`src/sv/oah_pkg.sv`:
```
// ============================================================================
// oah_pkg
// Shared types and constants for the open addressing hash table.
// ============================================================================
package oah_pkg;

    // Request codes on req_type.
    typedef enum logic [1:0] {
        REQ_INSERT = 2'd0,
        REQ_DELETE = 2'd1,
        REQ_UPDATE = 2'd2,
        REQ_LOOKUP = 2'd3
    } req_t;

    // Result status codes.
    typedef enum logic [2:0] {
        ST_DONE     = 3'd0,
        ST_ZERO     = 3'd1,
        ST_NOTFOUND = 3'd2,
        ST_NOPLACE  = 3'd3,
        ST_EMPTY    = 3'd4
    } status_t;

    // Sequencer states.
    typedef enum logic [2:0] {
        S_CLEAR,
        S_IDLE,
        S_HASH1,
        S_HASH2,
        S_WALK,
        S_FINISH,
        S_WRITE2
    } state_t;

    // Golden-ratio fraction in unsigned 0.32 fixed point.
    localparam logic [31:0] HASH_MULT = 32'h9E37_79B9;

endpackage

```
`src/sv/open_addressing_hash_table.sv`:
```
// ============================================================================
// open_addressing_hash_table
// Fixed-size table of nonzero 32-bit keys with multiplicative hashing and
// quadratic probing; serves insert, delete, update and lookup requests.
// ============================================================================
//
//  Channel   Handshake            Payload
//  -------   ------------------   -----------------------------------
//  request   req_valid/req_stall  req_type, key, new_key
//  response  rsp_valid/rsp_stall  status, slot_index, entry_count
//
// A request is accepted, passes S_HASH1 and S_HASH2 in the shared multiplier
// for the home slot, and walks the probe sequence, issuing one slot read per
// cycle from the store, whose read data is registered; the result is then
// written back. An update walks twice and then clears the old slot.
// Requests with a zero key (or a zero new_key on an update), and deletes or
// updates on an empty table, skip the hash and the probe walk.
// After reset the store is cleared one slot per cycle with req_stall high.
// A stalled response holds the write-back until taken.

module open_addressing_hash_table #(
    parameter int CAPACITY = 64
) (
    input  logic                              clk,
    input  logic                              rst_n,
    input  logic                              req_valid,
    output logic                              req_stall,
    input  logic [1:0]                        req_type,
    input  logic signed [31:0]                key,
    input  logic signed [31:0]                new_key,
    output logic                              rsp_valid,
    input  logic                              rsp_stall,
    output logic [2:0]                        status,
    output logic [$clog2(CAPACITY)-1:0]       slot_index,
    output logic [$clog2(CAPACITY+1)-1:0]     entry_count
);

    import oah_pkg::*;

    localparam int IW    = $clog2(CAPACITY);
    localparam int CW    = $clog2(CAPACITY + 1);
    localparam int STEP0 = 3 % CAPACITY;
    localparam int INC   = 4 % CAPACITY;

    // Slot store.
    logic [31:0] mem [CAPACITY];
    logic        mem_we;
    logic [IW-1:0] mem_waddr;
    logic [31:0] mem_wdata;

    // Sequencer and request registers.
    state_t        state_reg, state_next;
    req_t          req_reg, req_next;
    logic [31:0]   key_reg, key_next;
    logic [31:0]   nkey_reg, nkey_next;
    logic [31:0]   target_reg, target_next;
    logic          place_reg, place_next;
    logic          phase2_reg, phase2_next;
    logic [31:0]   prod_reg, prod_next;
    logic [IW-1:0] pos_reg, pos_next;
    logic [IW-1:0] step_reg, step_next;
    logic [CW-1:0] iss_cnt_reg, iss_cnt_next;
    logic          iss_done_reg, iss_done_next;
    logic [IW-1:0] old_reg, old_next;
    logic [IW-1:0] slot_reg, slot_next;
    status_t       res_status_reg, res_status_next;
    logic [CW-1:0] count_reg, count_next;
    logic [IW-1:0] clr_reg, clr_next;

    // Read pipeline.
    logic [31:0]   rd_data_reg;
    logic [IW-1:0] rd_pos_reg, rd_pos_next;
    logic          rd_last_reg, rd_last_next;
    logic          rd_vld_reg, rd_vld_next;

    // Response registers.
    logic          rsp_valid_reg, rsp_valid_next;
    status_t       rsp_status_reg, rsp_status_next;
    logic [IW-1:0] rsp_slot_reg, rsp_slot_next;
    logic [CW-1:0] rsp_count_reg, rsp_count_next;

    // Shared multiplier, probe adders and helpers.
    logic [31:0]   mul_a, mul_b;
    logic [63:0]   mul_p;
    logic [IW:0]   pos_sum, pos_wrap;
    logic [IW:0]   step_sum, step_wrap;
    logic          fin_fire;
    logic          rd_empty, rd_match;

    assign req_stall   = (state_reg != S_IDLE);
    assign rsp_valid   = rsp_valid_reg;
    assign status      = rsp_status_reg;
    assign slot_index  = rsp_slot_reg;
    assign entry_count = rsp_count_reg;

    // One multiplier: key times the hash constant, then the product scaled
    // by the capacity to pick the home slot.
    assign mul_a = (state_reg == S_HASH1) ? target_reg : prod_reg;
    assign mul_b = (state_reg == S_HASH1) ? HASH_MULT : 32'(CAPACITY);
    assign mul_p = {32'b0, mul_a} * {32'b0, mul_b};

    // Next probe position: consecutive probes differ by 4i-1, so both the
    // position and the step advance by one modular add.
    assign pos_sum   = {1'b0, pos_reg} + {1'b0, step_reg};
    assign pos_wrap  = (pos_sum >= (IW+1)'(CAPACITY)) ? pos_sum - (IW+1)'(CAPACITY) : pos_sum;
    assign step_sum  = {1'b0, step_reg} + (IW+1)'(INC);
    assign step_wrap = (step_sum >= (IW+1)'(CAPACITY)) ? step_sum - (IW+1)'(CAPACITY)
                                                       : step_sum;

    assign rd_empty = (rd_data_reg == 32'd0);
    assign rd_match = (rd_data_reg == target_reg);
    assign fin_fire = (state_reg == S_FINISH) && !(rsp_valid_reg && rsp_stall);

    // Next state and datapath control.
    always_comb
    begin
        state_next      = state_reg;
        req_next        = req_reg;
        key_next        = key_reg;
        nkey_next       = nkey_reg;
        target_next     = target_reg;
        place_next      = place_reg;
        phase2_next     = phase2_reg;
        prod_next       = prod_reg;
        pos_next        = pos_reg;
        step_next       = step_reg;
        iss_cnt_next    = iss_cnt_reg;
        iss_done_next   = iss_done_reg;
        old_next        = old_reg;
        slot_next       = slot_reg;
        res_status_next = res_status_reg;
        count_next      = count_reg;
        clr_next        = clr_reg;
        rd_pos_next     = pos_reg;
        rd_last_next    = (iss_cnt_reg == CW'(CAPACITY));
        rd_vld_next     = 1'b0;
        rsp_valid_next  = rsp_valid_reg && rsp_stall;
        rsp_status_next = rsp_status_reg;
        rsp_slot_next   = rsp_slot_reg;
        rsp_count_next  = rsp_count_reg;
        mem_we          = 1'b0;
        mem_waddr       = clr_reg;
        mem_wdata       = 32'd0;

        case (state_reg)
            S_CLEAR:
            begin
                mem_we   = 1'b1;
                clr_next = clr_reg + 1'b1;
                if (clr_reg == IW'(CAPACITY - 1))
                begin
                    state_next = S_IDLE;
                end
            end

            S_IDLE:
            begin
                if (req_valid)
                begin
                    req_next    = req_t'(req_type);
                    key_next    = $unsigned(key);
                    nkey_next   = $unsigned(new_key);
                    target_next = $unsigned(key);
                    place_next  = (req_t'(req_type) == REQ_INSERT);
                    phase2_next = 1'b0;
                    slot_next   = '0;
                    if ((key == 32'sd0) ||
                        ((req_t'(req_type) == REQ_UPDATE) && (new_key == 32'sd0)))
                    begin
                        res_status_next = ST_ZERO;
                        state_next      = S_FINISH;
                    end
                    else if (((req_t'(req_type) == REQ_DELETE) ||
                              (req_t'(req_type) == REQ_UPDATE)) && (count_reg == '0))
                    begin
                        res_status_next = ST_EMPTY;
                        state_next      = S_FINISH;
                    end
                    else
                    begin
                        state_next = S_HASH1;
                    end
                end
            end

            S_HASH1:
            begin
                prod_next  = mul_p[31:0];
                state_next = S_HASH2;
            end

            S_HASH2:
            begin
                pos_next      = mul_p[32 +: IW];
                step_next     = IW'(STEP0);
                iss_cnt_next  = '0;
                iss_done_next = 1'b0;
                state_next    = S_WALK;
            end

            S_WALK:
            begin
                // Issue one slot read per cycle until the last probe.
                if (!iss_done_reg)
                begin
                    pos_next      = pos_wrap[IW-1:0];
                    step_next     = step_wrap[IW-1:0];
                    iss_cnt_next  = iss_cnt_reg + 1'b1;
                    iss_done_next = (iss_cnt_reg == CW'(CAPACITY));
                    rd_vld_next   = 1'b1;
                end

                // Examine the slot read in the previous cycle.
                if (rd_vld_reg)
                begin
                    if ((place_reg && rd_empty) || (!place_reg && rd_match))
                    begin
                        rd_vld_next = 1'b0;
                        if ((req_reg == REQ_UPDATE) && !phase2_reg)
                        begin
                            // Old key found: now place the new key.
                            old_next    = rd_pos_reg;
                            target_next = nkey_reg;
                            place_next  = 1'b1;
                            phase2_next = 1'b1;
                            state_next  = S_HASH1;
                        end
                        else
                        begin
                            slot_next       = rd_pos_reg;
                            res_status_next = ST_DONE;
                            state_next      = S_FINISH;
                        end
                    end
                    else if ((place_reg && rd_match) || rd_last_reg)
                    begin
                        rd_vld_next     = 1'b0;
                        slot_next       = '0;
                        res_status_next = place_reg ? ST_NOPLACE : ST_NOTFOUND;
                        state_next      = S_FINISH;
                    end
                end
            end

            S_FINISH:
            begin
                if (fin_fire)
                begin
                    mem_waddr = slot_reg;
                    if (res_status_reg == ST_DONE)
                    begin
                        case (req_reg)
                            REQ_INSERT:
                            begin
                                mem_we     = 1'b1;
                                mem_wdata  = key_reg;
                                count_next = count_reg + 1'b1;
                            end
                            REQ_DELETE:
                            begin
                                mem_we     = 1'b1;
                                count_next = count_reg - 1'b1;
                            end
                            REQ_UPDATE:
                            begin
                                mem_we    = 1'b1;
                                mem_wdata = nkey_reg;
                            end
                            default:
                            begin
                                mem_we = 1'b0;
                            end
                        endcase
                    end
                    rsp_valid_next  = 1'b1;
                    rsp_status_next = res_status_reg;
                    rsp_slot_next   = slot_reg;
                    rsp_count_next  = count_next;
                    if ((req_reg == REQ_UPDATE) && (res_status_reg == ST_DONE))
                    begin
                        state_next = S_WRITE2;
                    end
                    else
                    begin
                        state_next = S_IDLE;
                    end
                end
            end

            S_WRITE2:
            begin
                // Clear the slot that held the old key.
                mem_we     = 1'b1;
                mem_waddr  = old_reg;
                state_next = S_IDLE;
            end

            default:
            begin
                state_next = S_IDLE;
            end
        endcase
    end

    // Control registers.
    always_ff @(posedge clk or negedge rst_n)
    begin
        if (!rst_n)
        begin
            state_reg     <= S_CLEAR;
            clr_reg       <= '0;
            count_reg     <= '0;
            rd_vld_reg    <= 1'b0;
            iss_done_reg  <= 1'b0;
            rsp_valid_reg <= 1'b0;
        end
        else
        begin
            state_reg     <= state_next;
            clr_reg       <= clr_next;
            count_reg     <= count_next;
            rd_vld_reg    <= rd_vld_next;
            iss_done_reg  <= iss_done_next;
            rsp_valid_reg <= rsp_valid_next;
        end
    end

    // Payload registers.
    always_ff @(posedge clk)
    begin
        req_reg        <= req_next;
        key_reg        <= key_next;
        nkey_reg       <= nkey_next;
        target_reg     <= target_next;
        place_reg      <= place_next;
        phase2_reg     <= phase2_next;
        prod_reg       <= prod_next;
        pos_reg        <= pos_next;
        step_reg       <= step_next;
        iss_cnt_reg    <= iss_cnt_next;
        old_reg        <= old_next;
        slot_reg       <= slot_next;
        res_status_reg <= res_status_next;
        rd_pos_reg     <= rd_pos_next;
        rd_last_reg    <= rd_last_next;
        rsp_status_reg <= rsp_status_next;
        rsp_slot_reg   <= rsp_slot_next;
        rsp_count_reg  <= rsp_count_next;
    end

    // Slot store with one write port and a registered read port.
    always_ff @(posedge clk)
    begin
        if (mem_we)
        begin
            mem[mem_waddr] <= mem_wdata;
        end
        rd_data_reg <= mem[pos_reg];
    end

    // Checks.
    a_slot_zero_on_fail: assert property (@(posedge clk) disable iff (!rst_n)
        (rsp_valid && (status != ST_DONE)) |-> (slot_index == '0))
        else $error("slot_index nonzero on a failed request");

    a_insert_counts: assert property (@(posedge clk) disable iff (!rst_n)
        (fin_fire && (req_reg == REQ_INSERT) && (res_status_reg == ST_DONE))
        |=> (count_reg == $past(count_reg) + 1'b1))
        else $error("successful insert did not raise the entry count");

    a_read_in_walk: assert property (@(posedge clk) disable iff (!rst_n)
        rd_vld_reg |-> (state_reg == S_WALK))
        else $error("slot read pending outside the probe walk");

    a_count_bound: assert property (@(posedge clk) disable iff (!rst_n)
        count_reg <= CW'(CAPACITY))
        else $error("entry count exceeds capacity");

endmodule
```
`config.mk`:
```
export PLATFORM = sky130hd
export DESIGN_NAME = open_addressing_hash_table
export DESIGN_NICKNAME = d
export VERILOG_FILES = /design/src/sv/oah_pkg.sv /design/src/sv/open_addressing_hash_table.sv
export SDC_FILE = /design/constraint.sdc
export NUM_CORES = 2
export LEC_CHECK = 0
export ABC_AREA = 1
export BUFFER_PORTS_ARGS = -buffer_cell sky130_fd_sc_hd__clkbuf_2
export CAP_MARGIN = 30
export CORE_UTILIZATION = 45
export CTS_CLUSTER_SIZE = 14
export DETAILED_ROUTE_END_ITERATION = 8
export PLACE_DENSITY_LB_ADDON = 0.12
export SYNTH_ARGS = -nofsm -noshare
export SYNTH_HDL_FRONTEND = slang
export SYNTH_SLANG_ARGS = --single-unit
```
`constraint.sdc`:
```
create_clock -name clk -period 9.38 [get_ports clk]
set_input_delay 1.876 -clock clk [delete_from_list [all_inputs] [get_ports clk]]
set_output_delay 1.876 -clock clk [all_outputs]
set_load 0.01 [all_outputs]
```
==> summary.txt <==
Synth
  – FF+latch count, synth: around 2.3k
  – Dominant cell type by area after synthesis: sky130_fd_sc_hd__edfxtp_1
  – Number of warning messages in the yosys log: 0
  – Count of flip-flops with a built-in enable after synthesis: between 2k and 2.5k
  – Leading cell types by total area after synthesis: sky130_fd_sc_hd__edfxtp_1 65%, sky130_fd_sc_hd__fa_1 6.1%, sky130_fd_sc_hd__o21ai_0 3.9%
  – Post-synth top flop: sky130_fd_sc_hd__edfxtp_1
  – Cell area after synthesis: 104000 µm²
  – Synthesized instance count: 7851
  – Leading cell types by count after synthesis: 2228 x sky130_fd_sc_hd__edfxtp_1, 985 x sky130_fd_sc_hd__nor2_1, 814 x sky130_fd_sc_hd__o21ai_0
  – Yosys top cell area share: 64.6%
  – Net count after synthesis: 8513
  – Fraction of the yosys area taken by sequential cells: 65.8%
  – Synth Area per Inst: 13.2 µm²
  – Share of synthesized registers carrying an async set or reset: less than 1%
  – Count of different cell masters after synthesis: 50
  – Most repeated cell in the gate-level netlist after synthesis: sky130_fd_sc_hd__edfxtp_1

Min path
  – Worst hold-check path type: flip-flop to flip-flop
  – Worst Hold Path Cells: 0

Floorplanning
  – Starting density of the core: 45.4%
  – Die area: 232000 µm²
  – Die width: 482 µm
  – Die Span Y: 482 µm
  – I/O pin count: a little under 90
  – Row cnt: ~180
  – Placeable core region: 228000 µm²

CTS
  – Num Clock Sinks: 2286
  – TritonCTS clock tree: yes
  – Number of buffers created by CTS: between 200 and 250
  – Clock transition time at the flip-flop clock pins of the worst setup and hold paths: 0.06 ns
  – Library cell used as clock root buffer: sky130_fd_sc_hd__clkbuf_16
  – Resize count post-CTS: 0
  – Cts-stage hold buffer count: 0
  – Source-to-sink clock delay at the later pin of the worst-skew pair: between 0.8 and 0.9 ns
  – Deepest clock path buffer count: 3
  – Post-CTS setup buffers: 0
  – H-Tree Level Count: 4

Job
  – Maxcap violations: 0

Routing
  – Router iterations before antenna repair: 6
  – Starting DRT DRC Count: 6739
  – Total number of vias: 64.8k
  – Wire length per cell: ~28 µm
  – Final wirelength: 313000 µm
  – Post-route DRC: 0
  – Routed via count divided by cell count: around 5.9
  – Count of nets left with antenna violations after detail routing: 0

STA
  – Worst relative slew slack: 19.5%
  – Highest attainable clock frequency: 117 MHz
  – Aggregate negative setup slack: 0 ns
  – Worst setup skew after layout: 0.0593 ns
  – Minimum setup slack in the final design: roughly 0.8 ns
  – Count of endpoints failing setup in the final report: 0
  – Final critical delay including setup and external delays: 8.58 ns
  – Post-route fraction of the period consumed by the critical path: 91.4%
  – Slew at the pin closest to its max-slew limit: 1.21 ns
  – Max-slew violations: 0
  – Final Hold Fails: 0
  – Setup repair after global routing missed its margin: no

Worst setup path
  – Worst reg2reg path depth: 28
  – Destination of the worst register-to-register timing path: pos_reg[3]$_DFFE_PP_
  – Crit path required time: a little under 10 ns
  – Worst r2r src: state_reg[2]$_DFFE_PN0P_
  – Critical path's largest stage delay: 0.55 ns
  – Worst R2R Setup Slack: roughly 0.80 ns
  – Worst-path maximum fanout: 16
  – Most numerous cell on the critical path: sky130_fd_sc_hd__fa_1
  – Sort of element at the end of the critical path: flip-flop
  – Setup crit start kind: flip-flop
  – Worst path slowest cell: sky130_fd_sc_hd__o21ai_0
  – Worst setup path start: state_reg[2]$_DFFE_PN0P_
  – Start-to-end type of the worst setup path: flip-flop to flip-flop
  – Capture point of the worst path: pos_reg[3]$_DFFE_PP_
  – Arrival time of the worst setup path: about 9.1 ns

Global routing
  – Aggregate global-route resource usage: 27.0%
  – Pin count of the biggest net entering global routing: 175
  – First-pass GRT wire length: 449000 µm
  – Antenna violations before repair: 6
  – Number of global-route vias before repair: 63.0k
  – Global route overflow: 0

Finish
  – Proportion of layout cells with a drive suffix above 1: 8.89%
  – Final Util: just over 50%
  – Post-synthesis to final-layout area growth: 11.5%
  – Flip-flop count of the largest register, all copies and words added: 2048
  – Filler cell count: 19.5k
  – Final net count: between 8k and 9k
  – Register containing the most flip-flops in the final layout: mem

Power
  – Worst IR drop on VDD: 0.000184 V
  – Leak: around 37 nW
  – Power per standard cell area: roughly 170 nW/µm²
  – Part of the power in registers: 55.1%
  – Combinational power share: less than 1%
  – Switching share of power: 19.7%
  – Internal power contribution: 16.1 mW
  – Power share of the clock group: about 45%
  – Net switching power: 3.95 mW

Status
  – Run status: complete, no violations

Placed design
  – Placer's final routability congestion estimate: 0.971
  – Port bufs: 87
  – Worst slack at placement: 0.883 ns
  – Post-detailed-placement half-perimeter wirelength: about 180000 µm
==> cell type report <==
type / instances / area [µm²] / share of cell area (%)
Clock inverter: 136 / 1200 / 1.04
Antenna cell: 12 / 30.0 / 0.0260
Multi-Input combinational cell: 4486 / 32100 / 27.8
Sequential cell: 2286 / 68200 / 59.0
Clock buffer: 286 / 6030 / 5.22
Inverter: 599 / 2280 / 1.97
Timing Repair Buffer: 262 / 1920 / 1.67
Tap cell: 3009 / 3760 / 3.26
==> cells by family after synthesis <==
group | after synthesis | synth area share (%)
AOI/OAI and AO/OA | 1708 | 10.2
xor gates and xnor gates | 87 | 0.736
adders and majority gates | 592 | 9.45
buffers and inverters | 1079 | 4.02
DFF | 2286 | 65.8
muxes | 257 | 2.49
other | 1 | 0.00362
and+or+nand+nor | 1841 | 7.25
==> power by group through the flow <==
stage	Sequential [mW]	Combinational, mW	Clock, mW
after global routing	11.0	0.0578	9.45
after global placement	11.3	0.0517	0
after CTS	11.0	0.0526	9.08
after detailed placement	11.3	0.0512	0
final	11.0	0.0526	8.94
after floorplan	11.3	0.0172	0
==> through the flow <==
step                      cells  hold WS [ns]  instance area [µm²]  total power, mW
after global routing      11065         0.443               115000             20.5
after global placement    10639         0.416               108000             11.3
final                     11076         0.431               115000             20.0
after floorplan            7851         0.343               104000             11.3
after detailed placement  10640         0.417               108000             11.3
after CTS                 11062         0.431               115000             20.2
==> worst max-delay path, delay by kind of cell, from the launching register on <==
| kind | cells | cell delay, ns |
|---|---|---|
| compound gates | 3 | 0.81 |
| fa+ha+maj | 9 | 3.68 |
| buf+inv | 4 | 0.63 |
| flops | 1 | 0.45 |
| simple gates | 12 | 2.63 |
==> how the worst min path moves through the flow <==
stage / startpoint / endpoint / slack (ns)
floorplan: pos_reg[0]$_DFFE_PP_ / rd_pos_reg[0]$_DFF_P_ / 0.34
global placement: rd_pos_reg[5]$_DFF_P_ / old_reg[5]$_DFFE_PP_ / 0.42
detailed placement: rd_pos_reg[5]$_DFF_P_ / old_reg[5]$_DFFE_PP_ / 0.42
CTS: rd_pos_reg[5]$_DFF_P_ / old_reg[5]$_DFFE_PP_ / 0.43
global route: rd_pos_reg[3]$_DFF_P_ / old_reg[3]$_DFFE_PP_ / 0.44
finish: rd_pos_reg[5]$_DFF_P_ / old_reg[5]$_DFFE_PP_ / 0.43
==> cell usage in the layout, fill, tap and decap left out, types with 233 or more instances in the layout <==
master / synthesis / final
sky130_fd_sc_hd__nand3_1: 281 / 281
sky130_fd_sc_hd__o221ai_1: 256 / 256
sky130_fd_sc_hd__edfxtp_1: 2228 / 2228
sky130_fd_sc_hd__ha_1: 275 / 275
sky130_fd_sc_hd__o211ai_1: 256 / 256
sky130_fd_sc_hd__clkbuf_16: 0 / 233
sky130_fd_sc_hd__fa_1: 317 / 317
sky130_fd_sc_hd__mux2i_1: 256 / 256
sky130_fd_sc_hd__inv_1: 583 / 578
sky130_fd_sc_hd__o22ai_1: 257 / 257
sky130_fd_sc_hd__o21ai_0: 814 / 813
sky130_fd_sc_hd__nor2_1: 985 / 919
sky130_fd_sc_hd__nand2_1: 486 / 485
==> routing by layer <==
| metal | GRT usage [%] | wire length (µm) | up-vias |
|---|---|---|---|
| met5 | 0 | 0 | - |
| met4 | 8.78 | 10300 | 0 |
| met3 | 3.89 | 22000 | 437 |
| met2 | 43.2 | 148000 | 2436 |
| met1 | 37.9 | 133000 | 33156 |
| li1 | - | - | 28785 |
Power figures use the tool's default switching activity.
